<file path="src/hw/rtl/bnc_pkg.sv">
package bnc_pkg;

  localparam int CHAR_W     = 8;
  localparam int PTS_W      = 16;
  localparam int STATUS_W   = 3;
  localparam int SCORE_W    = 64;
  localparam int TOTAL_W    = 32;
  localparam int COUNT_W    = 6;
  localparam int CFG_IDX_W  = 3;
  localparam int CFG_DATA_W = 16;
  localparam int NUM_KINDS  = 4;

  localparam int STACK_DEPTH_DEF = 32;
  localparam int QUEUE_DEPTH     = 4;

  localparam logic [PTS_W-1:0] POINTS_ROUND_RST  = 16'd3;
  localparam logic [PTS_W-1:0] POINTS_SQUARE_RST = 16'd57;
  localparam logic [PTS_W-1:0] POINTS_CURLY_RST  = 16'd1197;
  localparam logic [PTS_W-1:0] POINTS_ANGLE_RST  = 16'd25137;

  localparam logic [CFG_IDX_W-1:0] REG_POINTS_ROUND  = 3'd0;
  localparam logic [CFG_IDX_W-1:0] REG_POINTS_SQUARE = 3'd1;
  localparam logic [CFG_IDX_W-1:0] REG_POINTS_CURLY  = 3'd2;
  localparam logic [CFG_IDX_W-1:0] REG_POINTS_ANGLE  = 3'd3;

  localparam logic [CHAR_W-1:0] CH_OPEN_ROUND   = 8'h28;
  localparam logic [CHAR_W-1:0] CH_OPEN_SQUARE  = 8'h5B;
  localparam logic [CHAR_W-1:0] CH_OPEN_CURLY   = 8'h7B;
  localparam logic [CHAR_W-1:0] CH_OPEN_ANGLE   = 8'h3C;
  localparam logic [CHAR_W-1:0] CH_CLOSE_ROUND  = 8'h29;
  localparam logic [CHAR_W-1:0] CH_CLOSE_SQUARE = 8'h5D;
  localparam logic [CHAR_W-1:0] CH_CLOSE_CURLY  = 8'h7D;
  localparam logic [CHAR_W-1:0] CH_CLOSE_ANGLE  = 8'h3E;

  typedef enum logic [1:0] {
    KIND_ROUND,
    KIND_SQUARE,
    KIND_CURLY,
    KIND_ANGLE
  } kind_e;

  typedef enum logic [1:0] {
    CLS_OPEN,
    CLS_CLOSE,
    CLS_OTHER
  } cls_e;

  typedef enum logic [STATUS_W-1:0] {
    ST_BALANCED,
    ST_INCOMPLETE,
    ST_CORRUPTED,
    ST_UNDERFLOW,
    ST_OVERFLOW
  } status_e;

  typedef enum logic [2:0] {
    BK_IDLE,
    BK_CHECK,
    BK_WRAP,
    BK_SCORE_RD,
    BK_SCORE_ACC,
    BK_EMIT
  } back_state_e;

  typedef struct packed {
    cls_e  cls;
    kind_e kind;
    logic  last;
  } op_t;

endpackage

</file>
<file path="src/hw/rtl/bnc_out_if.sv">
interface bnc_out_if;
  import bnc_pkg::*;

  logic                valid;
  logic                ready;
  logic [STATUS_W-1:0] line_status;
  logic [PTS_W-1:0]    error_points;
  logic [SCORE_W-1:0]  completion_score;
  logic [TOTAL_W-1:0]  total_points;
  logic [COUNT_W-1:0]  open_count;

  modport source (
    output valid, output line_status, output error_points, output completion_score,
    output total_points, output open_count, input ready
  );
  modport sink (
    input valid, input line_status, input error_points, input completion_score,
    input total_points, input open_count, output ready
  );
endinterface

</file>
<file path="src/hw/rtl/bnc_back.sv">
module bnc_back #(
  parameter int STACK_DEPTH = bnc_pkg::STACK_DEPTH_DEF
) (
  input  logic                           clk_i,
  input  logic                           rst_ni,
  input  logic                           cfg_we_i,
  input  logic [bnc_pkg::CFG_IDX_W-1:0]  cfg_idx_i,
  input  logic [bnc_pkg::CFG_DATA_W-1:0] cfg_data_i,
  input  logic                           op_valid_i,
  input  bnc_pkg::op_t                   op_i,
  output logic                           op_ready_o,
  bnc_out_if.source                      out_ch
);
  import bnc_pkg::*;

  localparam int LVL_W = $clog2(STACK_DEPTH + 1);
  localparam int IDX_W = $clog2(STACK_DEPTH);
  localparam logic [LVL_W-1:0] LVL_FULL = LVL_W'(STACK_DEPTH);

  kind_e              stack_mem [STACK_DEPTH];
  kind_e              rd_q;
  logic               mem_we;
  logic [IDX_W-1:0]   mem_waddr, mem_raddr;

  back_state_e        state_q, state_d;
  logic [PTS_W-1:0]   points_q [NUM_KINDS];
  logic [LVL_W-1:0]   level_q, level_d;
  status_e            verdict_q, verdict_d;
  logic [PTS_W-1:0]   held_q, held_d;
  logic [TOTAL_W-1:0] total_q, total_d;
  op_t                op_q, op_d;
  logic [IDX_W-1:0]   sweep_q, sweep_d;
  logic [SCORE_W-1:0] score_q, score_d;
  logic               out_load;

  logic                out_valid_q;
  logic [STATUS_W-1:0] out_status_q;
  logic [PTS_W-1:0]    out_points_q;
  logic [SCORE_W-1:0]  out_score_q;
  logic [TOTAL_W-1:0]  out_total_q;
  logic [COUNT_W-1:0]  out_count_q;
  status_e             line_status;

  always_comb begin
    state_d = state_q;
    unique case (state_q)
      BK_IDLE: begin
        if (op_valid_i) begin
          if (verdict_q == ST_BALANCED && op_i.cls != CLS_OPEN && level_q != '0) begin
            state_d = BK_CHECK;
          end else if (op_i.last) begin
            state_d = BK_WRAP;
          end
        end
      end
      BK_CHECK: state_d = op_q.last ? BK_WRAP : BK_IDLE;
      BK_WRAP: begin
        state_d = (verdict_q == ST_BALANCED && level_q != '0) ? BK_SCORE_RD : BK_EMIT;
      end
      BK_SCORE_RD:  state_d = BK_SCORE_ACC;
      BK_SCORE_ACC: state_d = (sweep_q == '0) ? BK_EMIT : BK_SCORE_RD;
      BK_EMIT:      state_d = out_load ? BK_IDLE : BK_EMIT;
      default:      state_d = BK_IDLE;
    endcase
  end

  always_comb begin
    op_ready_o = 1'b0;
    mem_we     = 1'b0;
    mem_waddr  = IDX_W'(level_q);
    mem_raddr  = IDX_W'(level_q - LVL_W'(1));
    level_d    = level_q;
    verdict_d  = verdict_q;
    held_d     = held_q;
    total_d    = total_q;
    op_d       = op_q;
    sweep_d    = sweep_q;
    score_d    = score_q;
    out_load   = 1'b0;
    unique case (state_q)
      BK_IDLE: begin
        op_ready_o = 1'b1;
        if (op_valid_i) begin
          op_d = op_i;
          if (verdict_q == ST_BALANCED) begin
            if (op_i.cls == CLS_OPEN) begin
              if (level_q == LVL_FULL) begin
                verdict_d = ST_OVERFLOW;
              end else begin
                mem_we  = 1'b1;
                level_d = level_q + LVL_W'(1);
              end
            end else if (level_q == '0) begin
              verdict_d = ST_UNDERFLOW;
            end
          end
        end
      end
      BK_CHECK: begin
        if (op_q.cls == CLS_CLOSE && op_q.kind == rd_q) begin
          level_d = level_q - LVL_W'(1);
        end else begin
          verdict_d = ST_CORRUPTED;
          held_d    = (op_q.cls == CLS_CLOSE) ? points_q[op_q.kind] : '0;
        end
      end
      BK_WRAP: begin
        score_d = '0;
        sweep_d = IDX_W'(level_q - LVL_W'(1));
      end
      BK_SCORE_RD: begin
        mem_raddr = sweep_q;
      end
      BK_SCORE_ACC: begin
        score_d = (score_q << 2) + score_q + SCORE_W'(rd_q) + SCORE_W'(1);
        if (sweep_q != '0) begin
          sweep_d = sweep_q - IDX_W'(1);
        end
      end
      BK_EMIT: begin
        out_load = !out_valid_q || out_ch.ready;
        if (out_load) begin
          total_d   = total_q + TOTAL_W'(held_q);
          level_d   = '0;
          verdict_d = ST_BALANCED;
          held_d    = '0;
        end
      end
      default: begin
        op_ready_o = 1'b0;
      end
    endcase
  end

  always_comb begin
    if (verdict_q != ST_BALANCED) begin
      line_status = verdict_q;
    end else if (level_q == '0) begin
      line_status = ST_BALANCED;
    end else begin
      line_status = ST_INCOMPLETE;
    end
  end

  always_ff @(posedge clk_i or negedge rst_ni) begin
    if (!rst_ni) begin
      state_q     <= BK_IDLE;
      level_q     <= '0;
      verdict_q   <= ST_BALANCED;
      held_q      <= '0;
      total_q     <= '0;
      out_valid_q <= 1'b0;
      points_q[KIND_ROUND]  <= POINTS_ROUND_RST;
      points_q[KIND_SQUARE] <= POINTS_SQUARE_RST;
      points_q[KIND_CURLY]  <= POINTS_CURLY_RST;
      points_q[KIND_ANGLE]  <= POINTS_ANGLE_RST;
    end else begin
      state_q   <= state_d;
      level_q   <= level_d;
      verdict_q <= verdict_d;
      held_q    <= held_d;
      total_q   <= total_d;
      if (out_load) begin
        out_valid_q <= 1'b1;
      end else if (out_ch.ready) begin
        out_valid_q <= 1'b0;
      end
      if (cfg_we_i) begin
        unique case (cfg_idx_i)
          REG_POINTS_ROUND:  points_q[KIND_ROUND]  <= cfg_data_i;
          REG_POINTS_SQUARE: points_q[KIND_SQUARE] <= cfg_data_i;
          REG_POINTS_CURLY:  points_q[KIND_CURLY]  <= cfg_data_i;
          REG_POINTS_ANGLE:  points_q[KIND_ANGLE]  <= cfg_data_i;
          default: begin
          end
        endcase
      end
    end
  end

  always_ff @(posedge clk_i) begin
    op_q    <= op_d;
    sweep_q <= sweep_d;
    score_q <= score_d;
    if (out_load) begin
      out_status_q <= line_status;
      out_points_q <= held_q;
      out_score_q  <= (verdict_q == ST_BALANCED) ? score_q : '0;
      out_total_q  <= total_q + TOTAL_W'(held_q);
      out_count_q  <= COUNT_W'(level_q);
    end
  end

  always_ff @(posedge clk_i) begin
    if (mem_we) begin
      stack_mem[mem_waddr] <= op_i.kind;
    end
    rd_q <= stack_mem[mem_raddr];
  end

  assign out_ch.valid            = out_valid_q;
  assign out_ch.line_status      = out_status_q;
  assign out_ch.error_points     = out_points_q;
  assign out_ch.completion_score = out_score_q;
  assign out_ch.total_points     = out_total_q;
  assign out_ch.open_count       = out_count_q;

endmodule

</file>
<file path="src/flat_wrapper.sv">
// flat-port wrapper written by rule: the top's interface ports become plain ports
module bnc_back_flat import bnc_pkg::*;
#(
  parameter int STACK_DEPTH = bnc_pkg::STACK_DEPTH_DEF
)
  (clk_i, rst_ni, cfg_we_i, cfg_idx_i, cfg_data_i, op_valid_i, op_i, op_ready_o, out_ch_valid, out_ch_line_status, out_ch_error_points, out_ch_completion_score, out_ch_total_points, out_ch_open_count, out_ch_ready);
  bnc_out_if out_ch_i ();
  input  logic clk_i;
  input  logic rst_ni;
  input  logic cfg_we_i;
  input  logic [bnc_pkg::CFG_IDX_W-1:0] cfg_idx_i;
  input  logic [bnc_pkg::CFG_DATA_W-1:0] cfg_data_i;
  input  logic op_valid_i;
  input  bnc_pkg::op_t op_i;
  output logic op_ready_o;
  output wire logic [$bits(out_ch_i.valid)-1:0] out_ch_valid;
  output wire logic [$bits(out_ch_i.line_status)-1:0] out_ch_line_status;
  output wire logic [$bits(out_ch_i.error_points)-1:0] out_ch_error_points;
  output wire logic [$bits(out_ch_i.completion_score)-1:0] out_ch_completion_score;
  output wire logic [$bits(out_ch_i.total_points)-1:0] out_ch_total_points;
  output wire logic [$bits(out_ch_i.open_count)-1:0] out_ch_open_count;
  input wire logic [$bits(out_ch_i.ready)-1:0] out_ch_ready;
  assign out_ch_valid = out_ch_i.valid;
  assign out_ch_line_status = out_ch_i.line_status;
  assign out_ch_error_points = out_ch_i.error_points;
  assign out_ch_completion_score = out_ch_i.completion_score;
  assign out_ch_total_points = out_ch_i.total_points;
  assign out_ch_open_count = out_ch_i.open_count;
  assign out_ch_i.ready = out_ch_ready;
  bnc_back #(.STACK_DEPTH(STACK_DEPTH)) u_core (.clk_i(clk_i), .rst_ni(rst_ni), .cfg_we_i(cfg_we_i), .cfg_idx_i(cfg_idx_i), .cfg_data_i(cfg_data_i), .op_valid_i(op_valid_i), .op_i(op_i), .op_ready_o(op_ready_o), .out_ch(out_ch_i));
endmodule
</file>
<file path="config.mk">
export PLATFORM = sky130hd
export DESIGN_NAME = bnc_back_flat
export DESIGN_NICKNAME = d
export VERILOG_FILES = /design/src/hw/rtl/bnc_pkg.sv /design/src/hw/rtl/bnc_out_if.sv /design/src/hw/rtl/bnc_back.sv /design/src/flat_wrapper.sv
export SDC_FILE = /design/constraint.sdc
export NUM_CORES = 1
export LEC_CHECK = 0
export BUFFER_PORTS_ARGS = -buffer_cell sky130_fd_sc_hd__buf_2
export CAP_MARGIN = 20
export CORE_MARGIN = 4
export CORE_UTILIZATION = 48
export DETAILED_ROUTE_END_ITERATION = 16
export PLACE_DENSITY_LB_ADDON = 0.25
export SLEW_MARGIN = 40
export SYNTH_ARGS = -nofsm -noshare
export SYNTH_HDL_FRONTEND = slang
export SYNTH_SLANG_ARGS = --single-unit
</file>
<file path="constraint.sdc">
create_clock -name clk_i -period 7.1 [get_ports clk_i]
set_clock_uncertainty 0.2 [all_clocks]
set_input_delay 1.42 -clock clk_i [delete_from_list [all_inputs] [get_ports clk_i]]
set_output_delay 1.42 -clock clk_i [all_outputs]
set_load 0.01 [all_outputs]
</file>
======== After elaboration in Yosys (flattened, before gate mapping) ========
Memory sizes are Yosys's and may differ from the RTL's. A register that Yosys moved wholly into a read port is not among the register bits.
Index checks and enable logic that the tools add are counted.
cells by class
  shifts and indexed selects .............. 0
  bitwise logic cells ..................... 1
  reductions and logical operators ........ 31
  div/mod/pow operators ................... 0
  $mul .................................... 0
  eq/ne operators ......................... 22
  add/subtract/negate cells ............... 7
  muxes and demuxes ....................... 47
  $lt $le $gt $ge ......................... 1
operators by type and width
  cell                                                                   number
  64-bit case mux with 2 select lines                                    1
  16-bit 2-to-1 mux                                                      5
  64-bit by 1-bit adder with 64-bit output, second input constant        1
  64-bit by 2-bit adder with 64-bit output                               1
  64-bit adder                                                           1
  3-bit 2-to-1 mux                                                       14
  6-bit 2-to-1 mux                                                       6
  32-bit by 16-bit adder with 32-bit output                              1
  16-bit binary-select mux with 2-bit select                             1
  16-bit case mux with 2 select lines                                    1
  3-bit case mux with 6 select lines                                     1
  6-bit case mux with 3 select lines                                     1
  2-bit AND reduction                                                    8
  7-bit AND reduction                                                    2
  3-bit by 2-bit equality test with 1-bit output, second input constant  4
  1-bit 2-to-1 mux                                                       12
  5-bit 2-to-1 mux                                                       2
  2-bit by 1-bit != test with 1-bit output, second input constant        5
  5-bit case mux with 2 select lines                                     1
  3-bit logical NOT                                                      3
  3-bit case mux with 3 select lines                                     1
  2-bit nonzero test                                                     4
  6-bit by 1-bit adder with 6-bit output, second input constant          1
  3-bit by 1-bit equality test with 1-bit output, second input constant  2
  23 further kinds                                                       30
storage, ports and cells
  memory bits (read-only) ................. 0
  bits of input ports ..................... 29
  latch bits .............................. 0
  logic and storage cells ................. 130
  output and inout bits ................... 123
  bits in writable memories ............... 64
  memories kept ........................... 1
  bits in registers ....................... 320
memory list
  name              depth  bits a word  rd ports  clocked after Yosys merged registers in  wr ports  line            RTL
  u_core.stack_mem  32     2            1         1                                        1         bnc_back.sv:20  kind_e stack_mem [STACK_DEPTH];

======== Logic depth before layout (Yosys ltp) ========
Gate-level depths: netlist of run 1.
  depth in word-level cells ............... 8
  depth in mapped cells ................... 12
  mapped depth without buffers ............ 12

======== Least setup slack after synthesis of run 1 ========
OpenSTA, ideal clock, no wires.
  kind .................................... input to register
  from .................................... in out_ch_ready
  to ...................................... reg u_core.out_score_q[0], in the netlist u_core.out_ch.completion_score[0] (enable)
  cell stages on the path ................. 4
  path slack .............................. 1.067 ns
  data required time ...................... 6.368 ns
  buffers on the path ..................... 1
  arrival time ............................ 5.301 ns
  library setup time ...................... 0.532 ns
  cells stage by stage .................... nand2b_1 > nand3_1 > clkinv_1 > buf_1
between the ends
  longest elaborated chain between the ends .. 2
RTL lines
  item                       line                RTL
  from (decl)                flat_wrapper.sv:22  input wire logic [$bits(out_ch_i.ready)-1:0] out_ch_ready;
  1-bit logical OR           bnc_back.sv:121     out_load = !out_valid_q || out_ch.ready;
  1-bit 2-to-1 mux           bnc_back.sv:80      unique case (state_q)
  named net u_core.out_load  bnc_back.sv:34      logic out_load;
  to (signal assigned)       bnc_back.sv:188     out_score_q <= (verdict_q == ST_BALANCED) ? score_q : '0;
  to (decl)                  bnc_back.sv:39      logic [SCORE_W-1:0] out_score_q;
The timed path passes the listed nets, and every way through them passes these cells.
A chain may end at the register's enable or synchronous reset.

======== Final worst setup path of run 1 ========
  from .................................... reg u_core.score_q[0]
  to ...................................... reg u_core.score_q[56] (data pin)
between the ends
  longest elaborated chain between the ends .. 4
RTL lines
  item                                      line             RTL
  from (decl)                               bnc_back.sv:33   logic [SCORE_W-1:0] score_q, score_d;
  from (signal assigned)                    bnc_back.sv:184  score_q <= score_d;
  64-bit adder                              bnc_back.sv:115  score_d = (score_q << 2) + score_q + SCORE_W'(rd_q) + SCORE_W'(1);
  64-bit by 2-bit adder with 64-bit output  bnc_back.sv:115
  64-bit by 1-bit adder with 64-bit output  bnc_back.sv:115
  64-bit case mux with 2 select lines       bnc_back.sv:80
Every way passes these cells.

==> results of run 1 <==
-- cell type report --
type	instances	area share
clock inverters	19	0.0113
well taps	539	0.0290
inverters	49	0.00814
flip-flops and latches	386	0.472
multi-input cells	1246	0.388
repair buffers	166	0.0390
clock buffers	59	0.0524
-- per-stage QoR --
stage | utilization | area, um^2 | hold WS (ps) | worst slack, ps
finish | 0.552 | 23200 | 286 | 3330
global route | 0.552 | 23200 | 304 | 3000
CTS | 0.551 | 23200 | 286 | 3270
detailed placement | 0.516 | 21700 | 270 | 3000
global placement | 0.515 | 21700 | 263 | 3060
floorplan | - | 20500 | 223 | 1070
-- state kept, by name, indices dropped and copies added (netlist names) --
name	cells
u_core.op_q	5
u_core.rd_q	2
u_core.out_ch.open_count	6
u_core.state_q	3
u_core.out_ch.line_status	3
u_core.held_q	16
u_core.level_q	6
u_core.sweep_q	5
u_core.score_q	64
u_core.out_ch.valid	1
u_core.out_ch.completion_score	64
u_core.points_q	64
u_core.total_q	32
u_core.stack_mem	64
u_core.verdict_q	3
u_core.out_ch.error_points	16
u_core.out_ch.total_points	32
-- worst max-delay path: cells and delay by family (launching register included) --
kind                     cells  cell delay, ps
AO/OA/AOI/OAI                7            2040
adder cells (fa/ha/maj)      2             550
flip-flops                   1             410
multiplexers                 1             150
buffers and inverters        2             130
-- power breakdown --
group | internal [uW] | switching, uW | leakage, uW
registers | 3100 | 445 | 0.00397
clock network | 1390 | 915 | 0.000710
logic | 2100 | 3270 | 0.00451
-- cells in the mapped netlist (4+ instances only) --
cell type / count
dfstp_2: 18
and3_1: 24
o21bai_1: 14
o21a_1: 19
a221oi_1: 4
buf_2: 21
a31oi_1: 10
o31ai_1: 7
inv_1: 48
o21ai_0: 59
mux2i_1: 14
a21oi_1: 113
mux2_2: 76
nand2b_1: 12
nor3b_1: 6
or3_1: 10
o21ai_1: 15
nand2_1: 151
ha_1: 84
a211oi_1: 4
edfxtp_1: 259
xor2_1: 41
nand3b_1: 22
clkbuf_1: 61
mux4_2: 32
o211ai_1: 12
a31o_2: 5
a41oi_1: 4
nor2b_1: 5
dfrtp_1: 107
nor3_1: 51
nand4_1: 31
and2_1: 74
nand3_1: 35
or2_2: 5
nor2_1: 148
a21o_1: 29
o22ai_1: 6
xnor2_1: 51
nor4_1: 9
-- cell usage in the layout, fill, tap and decap left out, types with 44 or more instances in the layout --
| cell type | n |
|---|---|
| and2_1 | 74 |
| edfxtp_1 | 259 |
| nor3_1 | 50 |
| nor2_1 | 148 |
| dfrtp_1 | 107 |
| inv_1 | 48 |
| a21oi_1 | 111 |
| mux2_2 | 76 |
| o21ai_0 | 59 |
| clkbuf_16 | 44 |
| xnor2_1 | 51 |
| ha_1 | 84 |
| buf_2 | 150 |
| nand2_1 | 151 |
-- worst paths after layout --
path | endpoint | cells after the start
max in group asynchronous | u_core.total_q[8] | 2
hold reg to reg | u_core.total_q[6] | 2
hold / removal | u_core.total_q[6] | 2
setup reg to reg | u_core.score_q[56] | 12
min in group asynchronous | u_core.total_q[27] | 1
setup / recovery | u_core.score_q[56] | 12
-- metal layers --
layer | GRT usage | part of all wire | vias to the layer above | wire, um
met3 | 0.0376 | 0.054 | 61 | 2520
met1 | 0.267 | 0.44 | 6932 | 20500
li1 | - | - | 6776 | -
met2 | 0.334 | 0.48 | 328 | 22500
met5 | 0 | 0.00028 | - | 13
met4 | 0.0486 | 0.020 | 2 | 933
-- cell families after synthesis --
family,after synthesis
AO/OA/AOI/OAI,346
XOR/XNOR,92
adder cells (fa/ha/maj),86
buffers and inverters,138
flip-flops,386
multiplexers,122
AND/OR/NAND/NOR,600
==> impl_summary.md, run 1 <==
Power and ir drop
Total power for the finished layout comes to 11,200 uW. Power spread over the standard cell area amounts to 483 nW/um^2. IR analysis of the VDD net gives a maximum drop of 0.000221 V. Summed over all cells, the static leakage comes to 0.00919 uW.

Synth
When the netlist entered floorplanning its net count stood at roughly 1.9k. The top cell type by total area after synthesis is edfxtp_1. The number of warnings issued by yosys is 0. The synthesized design contains between 200 and 300 enable-type register cells.

After synthesis, the netlist uses 90 different library cells. The sequential fraction of the synthesis area is 0.536. The share of synthesized cell area in full adder, half adder and majority cells is 0.0533. Of the post-synthesis cell area, the dominant cell type holds 0.380. In the synthesized netlist, the number of instances is 1,770. Of the total synthesized cell area, the portion taken by XOR and XNOR cells is 0.0394.

Ranked by total cell area, the synthesized netlist is headed by edfxtp_1 (38%), dfrtp_1 (13%), ha_1 (5.1%). The summed instance area of the synthesized netlist is about 20,000 um^2. Measured against the total synthesized area, the mux share comes to 0.0839.

The post-synthesis area per instance is 11.6 um^2. The dominant register cell in the synthesized netlist is edfxtp_1. The async set-or-reset flop fraction in the synthesized netlist is 0.324. The simple logic cell fraction of the synthesized area is 0.147. After synthesis the netlist holds a flip-flop and latch count of 386. The largest family of logic cells by synthesized area is simple AND/OR/NAND/NOR gates. The fraction of the mapped netlist area in compound gates was 0.113.

Worst setup path
The register-to-register setup slack is 3330 ps. Of all nets on the critical path, the largest fanout is 6. Tracing the worst setup path back leads to its startpoint at u_core.score_q[0].

The type of destination of the critical path is a register. The worst setup path is launched from a register. Traced cell by cell, the critical path runs through inv_1 > ha_1 > inv_1 > fa_1 > a21oi_1 > o21ai_1 > a21oi_1 > o41ai_4 > a31o_1 > a211o_2 > mux2i_1 > a311o_1. Data arrives at the worst endpoint at 3880 ps. The startpoint of the worst-slack reg-to-reg timing path is u_core.score_q[0]. On the worst path, the slowest cell contributes a delay of 440 ps. The required time of the critical path is about 7200 ps. The slowest stage of the critical path belongs to the cell a21oi_1. The critical path class is reg -> reg.

Clocking
TritonCTS built the clock tree. The number of buffers inserted by post-CTS setup repair is 0. After clock tree synthesis, the clock-pin slew on the worst setup and hold paths is 60 ps. The maximum level of the CTS H-tree is 2. After clock tree synthesis, the repair step resized 0 gates.

Buffers inserted to repair hold after CTS numbered 0. The number of buffers on the longest clock path is 3. The clock net sink count is ~390. Clock latency on the worst-skew pair, taken at its later pin, is 570 ps. Counting the buffers created by CTS gives 43. The buffer cell driving the clock tree root is clkbuf_16.

Floorplanning
The initial utilization of the core area, before any placement, comes to 0.486. The placeable core region is 42,000 um^2. The die is 214 um tall. The floorplan step defined a die boundary enclosing 46,000 um^2. The number of ports placed on the die boundary is 152. The initialized floorplan defines 75 standard-cell rows.

The horizontal extent of the die is around 210 um.

STA
The number of endpoints failing setup at the final stage is 0. The post-route setup TNS is 0 ps. Setup repair after global routing left no endpoint under its margin. The worst path in the final design needs a cycle of 3770 ps, including I/O delays and setup. The max-slew headroom at the worst pin is 0.468. The highest achievable clock rate is 265 MHz. The number of pins exceeding their max-slew limit in the final report is 0. The final worst-path cycle share is 0.531. The final number of hold-violating endpoints came to 0. For the pin with the worst max-slew slack, the measured transition is 798 ps.

Flow run
The number of violations of the max-capacitance limit is 0.

Global routing
The first global-routing pass estimated between 70,000 and 80,000 um of wire. The number of global-route vias before repair is 14.3k. The maximum number of pins on one net before global-route repair is 92. The total overflow reported by the global router is 0. The number of antenna violations at the first check in global routing is 1. The overall global routing resource usage is 0.198.

Routing
The iteration-0 DRC count of the detailed router is around 940. The detail-routed net length per standard cell is 18.8 um. The count of nets left with antenna violations once routing finished came out at 0. The number of vias per cell is roughly 5.7. For this run, the detailed router's first-pass iteration total came to 5. The DRC violation count after routing is 0.

Across all layers, the routed design uses 14.1k vias. After detailed routing, the total wire length is 46,400 um.

Status
The run finished with clean final reports.

Final layout
The number of nets at the end of the flow is 2,007. Registers take 11,000 um^2. The number of standard cells in the final layout excluding fillers is 2,464. Fill cells in the final layout number 3,627. The fraction of layout cells with a size suffix above 1 is 0.208. The antenna diode instance count is 0. Summing all multi-input logic gate instances after layout gives about 9000 um^2. The area growth from synthesis to final layout is 13.6%.

Placement
Buffers placed on the I/O ports in this run total ~150. The wire-length estimate of the detail-placed layout is around 32,000 um. The cell total after placement is between 2k and 2.5k. The final weighted congestion in routability-driven placement is 0.876.

Worst hold path
The startpoint identified for the worst hold timing path is u_core.total_q[6]. The path category of the worst min-delay check is reg -> reg.
No activity file was read; power rests on OpenSTA's default activity.
==> inputs of run 2 (changes only) <==
Clock period 7.1 ns to 3.3 ns, I/O delays scaled along.
==> run 2 against run 1 <==
Core utilization grew 1.2 points. Design area rose by 2.2%. Critical path depth is 3 lower. Total power grew 120%.
==> impl_summary.md, run 2 (synthesis gave the netlist of run 1 again) <==
Final layout
The number of antenna diodes in the final layout is 0. The fraction of layout cells with a size suffix above 1 is 0.240. The commonest non-fill, non-tap cell in the layout is edfxtp_1.

The number of nets at the end of the flow is a little over 2k. The area growth from synthesis to final layout is 16.0%. The number of fill cells is 3,529. The summed area of non-filler cells in the final layout is 23,700 um^2. Once layout is complete, the utilization of the core stands at 0.564. The library cells used most frequently in the layout, excluding fill and tap cells, are edfxtp_1 (259), nand2_1 (151), buf_2 (150).

Floorplanning
The die is roughly 210 um tall. The die covers 46,000 um^2. The die is ~210 um wide. The region available for standard cell placement spans 42,000 um^2. The number of ports placed on the die boundary is 152. The initial utilization of the core area, before any placement, comes to 0.486. After floorplanning, the core was divided into 75 placement rows.

STA
The post-route setup TNS is 0 ps. The final number of hold-violating endpoints came to 0. Setup repair after global routing left no endpoint under its margin. The number of pins exceeding their max-slew limit in the final report is 0.

Headroom to the max-slew limit came out at 0.488. The final worst-path cycle share is 0.963. The time the final worst path needs with I/O delays and setup is 3180 ps. The highest achievable clock rate is 315 MHz.

The worst hold slack is a little over 100 ps. At the pin with the least slew margin, the transition time is 766 ps. The number of endpoints failing setup at the final stage is 0.

Clocking
The maximum level of the CTS H-tree is 2. Clock tree synthesis found a total of 386 sinks. The clock buffer count from CTS is between 40 and 50. The TritonCTS clock tree is yes. The longest clock path from root to sink contains 3 buffers.

CTS placed an instance of clkbuf_16 at the clock tree root. After clock tree synthesis, the clock-pin slew on the worst setup and hold paths is roughly 60 ps. The source-to-sink clock delay at the later pin of the worst-skew pair is 580 ps.

Worst setup path
The kind of cell with the highest combined delay on the critical path is simple AND/OR/NAND/NOR gates. The cell type of the slowest stage on the worst timing path is nor4_1. The critical path goes through ha_1 > nand4_1 > nor4_1 > and3_1 > o21a_2 > o311ai_4 > o21ai_2 > nor3_1 > a311o_1. The arrival time reported for the critical path endpoint is 3310 ps. The worst setup path is of the reg -> reg kind. In this run the worst setup path begins at u_core.score_q[29]. The maximum net fanout on the critical path is 5. STA classifies the critical path endpoint as a register. STA classifies the critical path startpoint as a register. The required time of the critical path is 3430 ps. The longest individual stage delay on the worst path is roughly 490 ps. The buffer and inverter count on the worst path is 0. The worst register-to-register path begins at u_core.score_q[29].

Global routing
Entering global routing, the biggest net connects 67 pins. The total overflow reported by the global router is 0. In the global route stage, overall resource usage came out at 0.204.

The number of global-route vias before repair was 14.6k. The number of antenna violations at the first check in global routing is 0. The first global-routing pass estimated 77,300 um of wire.

Worst hold path
The hold path startpoint is op_i[4]. The path category of the worst min-delay check is in -> reg.

Placement
Routability-driven placement finished with a final weighted congestion of 0.949. Detailed placement finished with a half-perimeter wire length of between 30,000 and 40,000 um. The count of buffers added on input and output ports is 151. Summing all placed instances gives a cell area of 22,300 um^2.

Routing
The count of nets left with antenna violations once routing finished came out at 0. The routed design has 47,700 um of wire. Dividing the detail-routed wire length by the instance count gives 18.8 um. The number of search-and-repair iterations in the first detailed-routing pass is 5. The number of vias per cell is approximately 5.7. The DRC violation count after routing is 0. The routed via count is 14.4k. The iteration-0 DRC count of the detailed router is 976.

Power and ir drop
The maximum ir drop on the vdd rail is 0.000558 V. The total power per unit cell area is 1060 nW/um^2. The analysis attributes to cell leakage a power of 0.00950 uW. The total power draw is 25,100 uW.

Status
The flow ran to the end, and the final reports show no timing, DRC or antenna violations.

Flow run
The number of violations of the max-capacitance limit is 0.
## run 2: stage by stage
step / setup slack [ps] / cells
6_report: 123 / 2533
5_1_grt: 10.0 / 2533
4_1_cts: 2.81 / 2532
3_5_place_dp: -17.4 / 2456
3_3_place_gp: 84.0 / 2456
2_1_floorplan: 31.1 / 1770
## run 2: final timing paths
| check | cells past startpoint | end | slack, ps |
|---|---|---|---|
| worst max-delay path | 9 | u_core.score_q[63] | 120 |
| worst min-delay path | 1 | u_core.op_q[4] | 100 |
| worst max register to register | 9 | u_core.score_q[63] | 120 |
| worst min register to register | 2 | u_core.total_q[4] | 290 |
| max in group asynchronous | 3 | u_core.points_q[26] | 1580 |
| min in group asynchronous | 2 | u_core.total_q[20] | 490 |
## run 2: where the power goes
part           leakage (uW)  internal (uW)  switching, uW  total (uW)
combinational       0.00486           5320           7590       12900
sequential          0.00397           6660            763        7420
clock              0.000666           2760           1980        4740
total               0.00950          14700          10300       25100
## run 2: repair_timing
item                                    CTS  global route
resized for setup                         0            14
hold buffers                              1             0
buffers inserted                          0             1
endpoints found under the hold margin    43             0
endpoints found under the setup margin    0            20
## run 2: metal layers
layer	wire length [um]	GRT usage	vias to the layer above	part of all wire
met1	21700	0.282	7086	0.46
met2	22500	0.332	334	0.47
li1	-	-	6925	-
met5	0	0	-	0
met4	1500	0.0715	0	0.031
met3	2000	0.0295	92	0.042
## run 2: layout make-up
| class | count | area [um^2] | area share |
|---|---|---|---|
| Clock buffer | 48 | 1070 | 0.0452 |
| Clock inverter | 27 | 308 | 0.0130 |
| Inverter | 49 | 189 | 0.00796 |
| Multi-Input combinational cell | 1246 | 9040 | 0.381 |
| Sequential cell | 386 | 11000 | 0.462 |
| Tap cell | 539 | 674 | 0.0284 |
| Timing Repair Buffer | 238 | 1480 | 0.0622 |
==> inputs of run 3 (changes only) <==
Settings changed: CORE_ASPECT_RATIO from default to 0.75.
==> run 3 against run 2 <==
Via count rose by 0.37%. Cell count is 1.1% higher. Sequential power up 0.8%. Non-clock buffer count shrank 1. Combinational power about the same. Clock power is 3% lower. Fmax decreased by 2.6%. First-iteration DRC count is 21% higher. Register-to-register slack worse by 80 ps. Design area rose by 0.40%. Critical path depth grew 2. Die area hardly changed. Critical endpoint unchanged. Highest routed layer is now met5.
==> impl_summary.md, run 3 (synthesis gave the netlist of run 1 again) <==
Clocking
The number of buffers on the longest clock path is 3. Counting every sink on the clock net gives 386. Buffers inserted during clock tree synthesis total 41. The clock edge transition at the registers on the reported setup and hold paths is about 60 ps.

The later pin in the worst-skew pair is clocked with a latency of 560 ps. The maximum level of the CTS H-tree is 2. The buffer cell driving the clock tree root is clkbuf_16. TritonCTS built the clock tree.

Final layout
From synthesis to final layout, the design area changed by 16.5%. The number of antenna diodes in the final layout is 0. The final layout contains 2,076 nets. The library cell used most frequently in the layout, excluding fill and tap cells, is edfxtp_1. Of the cells placed in the final design, the portion with a size suffix greater than 1 is 0.248.

The number of standard cells in the final layout excluding fillers is 2,562. In the layout the commonest cells are edfxtp_1 (259), nand2_1 (150), buf_2 (150).

Routing
The routed layout has 14.5k vias. The number of nets with antenna violations after routing is 0. The DRC violation count after routing is 0. Dividing the detail-routed wire length by the instance count gives ~19 um. The number of vias per cell is 5.66. The iteration-0 DRC count of the detailed router is 1,182. After detailed routing, the total wire length is 49,200 um. The number of search-and-repair iterations in the first detailed-routing pass is 5.

Power and ir drop
The total power draw is about 25,000 uW. In this run the power density over the cells is between 1000 and 1500 nW/um^2. The total leakage power is 0.00949 uW. The maximum ir drop on the vdd rail is 0.000501 V.

Status
The flow ran to the end, and the final reports show no timing, DRC or antenna violations.

Worst hold path
The path category of the worst min-delay check is in -> reg.

STA
The number of pins exceeding their max-slew limit in the final report is 0. Static timing analysis puts the maximum clock frequency at approximately 310 MHz. Setup repair after global routing could not meet its margin everywhere.

After routing, the total negative slack on setup checks comes to 0 ps. The number of endpoints failing setup at the final stage is 0. The time the final worst path needs with I/O delays and setup is 3260 ps. The final number of hold-violating endpoints is 0. The final worst-path cycle share is 0.988.

Headroom to the max-slew limit came out at 0.434. The transition time of the tightest slew-check pin is 850 ps.

Placement
Once placement completed, the tool counted placed cells totaling 2,482. The congestion estimate from routability-driven global placement came to approximately 0.93. The detailed-placement wirelength estimate is 35,400 um. The count of buffers added on input and output ports is 151.

Global routing
For this run the aggregate overflow at the end of global routing stands at 0. The number of antenna violations at the first check in global routing came to 1. The number of global-route vias before repair is 14.3k. The first global-routing pass estimated roughly 79,000 um of wire.

Entering global routing, the biggest net connects 67 pins. For this run, the total global-route usage over all layers was measured as 0.213.

Worst setup path
Along the worst path, the maximum fanout reaches 6. The category of the worst setup path launch point is a register. The type of destination of the critical path is a register. The arrival time reported for the critical path endpoint is between 3000 and 4000 ps. The critical path class is reg -> reg. STA puts the critical path data required time at 3390 ps.

Flow run
Across the run, the number of max-cap violations was 0.

Floorplanning
The horizontal extent of the die is 246 um. The placeable core region is 42,000 um^2. about 150 I/O pins were placed. The floorplan step defined a die boundary enclosing 46,000 um^2. The number of standard-cell rows in the floorplan is 65.

The die is 187 um tall. The starting utilization of the core area is 0.486.
==> run 3: changes by cell type in the layout (fill, tap and decap cells not counted), moves of 3 or more <==
cell      delta
clkinv_1     -6
buf_4        -3
ha_1         -8
ha_2         +5
clkinv_2     +5
ha_4         +3
==> run 3: routing by layer <==
layer	part of all wire	GRT usage
met1	0.49	0.326
met2	0.43	0.320
met3	0.052	0.0356
met4	0.020	0.0489
met5	0.00035	0
==> run 3: repair_timing <==
item                                   CTS  global route
buffers inserted                         0             4
gates resized for setup                  2            29
setup endpoints to repair                5            23
hold buffers                             1             0
pin swaps                                1            10
endpoints found under the hold margin   37             0
==> run 3: path summary, 6_finish.rpt <==
check	start	endpoint	slack, ps	depth (start not counted)
worst min-delay path	op_i[3]	u_core.op_q[3]	130	1
worst max-delay path	u_core.score_q[28]	u_core.score_q[63]	40	11
max in group asynchronous	rst_ni	u_core.points_q[18]	1680	3
worst min register to register	u_core.total_q[14]	u_core.total_q[14]	280	2
min in group asynchronous	rst_ni	u_core.total_q[17]	480	2
worst max register to register	u_core.score_q[28]	u_core.score_q[63]	40	11
==> run 3: layout make-up <==
type,count,area (um^2)
fill,3571,18200
sequential,386,11000
multi-input combinational,1246,9120
timing repair buffer,237,1490
clock buffer,49,1070
tap,569,712
clock inverter,26,275
inverter,49,189
==> run 3: metrics by stage <==
stage / setup slack (ps) / hold WS (ps) / instance area (um^2) / util
2_1_floorplan: 31.1 / 164 / 20500 / -
3_3_place_gp: 71.8 / 265 / 22300 / 0.530
3_5_place_dp: -24.1 / 269 / 22300 / 0.530
4_1_cts: 30.5 / 104 / 23700 / 0.563
5_1_grt: -103 / 105 / 23800 / 0.566
6_report: 38.7 / 128 / 23800 / 0.566
==> run 3: report_power, final <==
part / switching, uW / leakage [uW] / internal (uW)
Sequential: 819 / 0.00397 / 6660
Clock: 1960 / 0.000658 / 2660
Combinational: 7820 / 0.00486 / 5360
Total: 10600 / 0.00949 / 14700
==> run 3: worst max-delay path: stages, from the launching register on <==
cell and delay, ps:
edfxtp_1 490, ha_4 330, buf_12 100, nand2_1 40, o21bai_1 290, a221o_1 250
a2bb2oi_1 300, buf_4 190, o311ai_4 100, o21ai_2 280, nor3_1 110, a311o_1 290
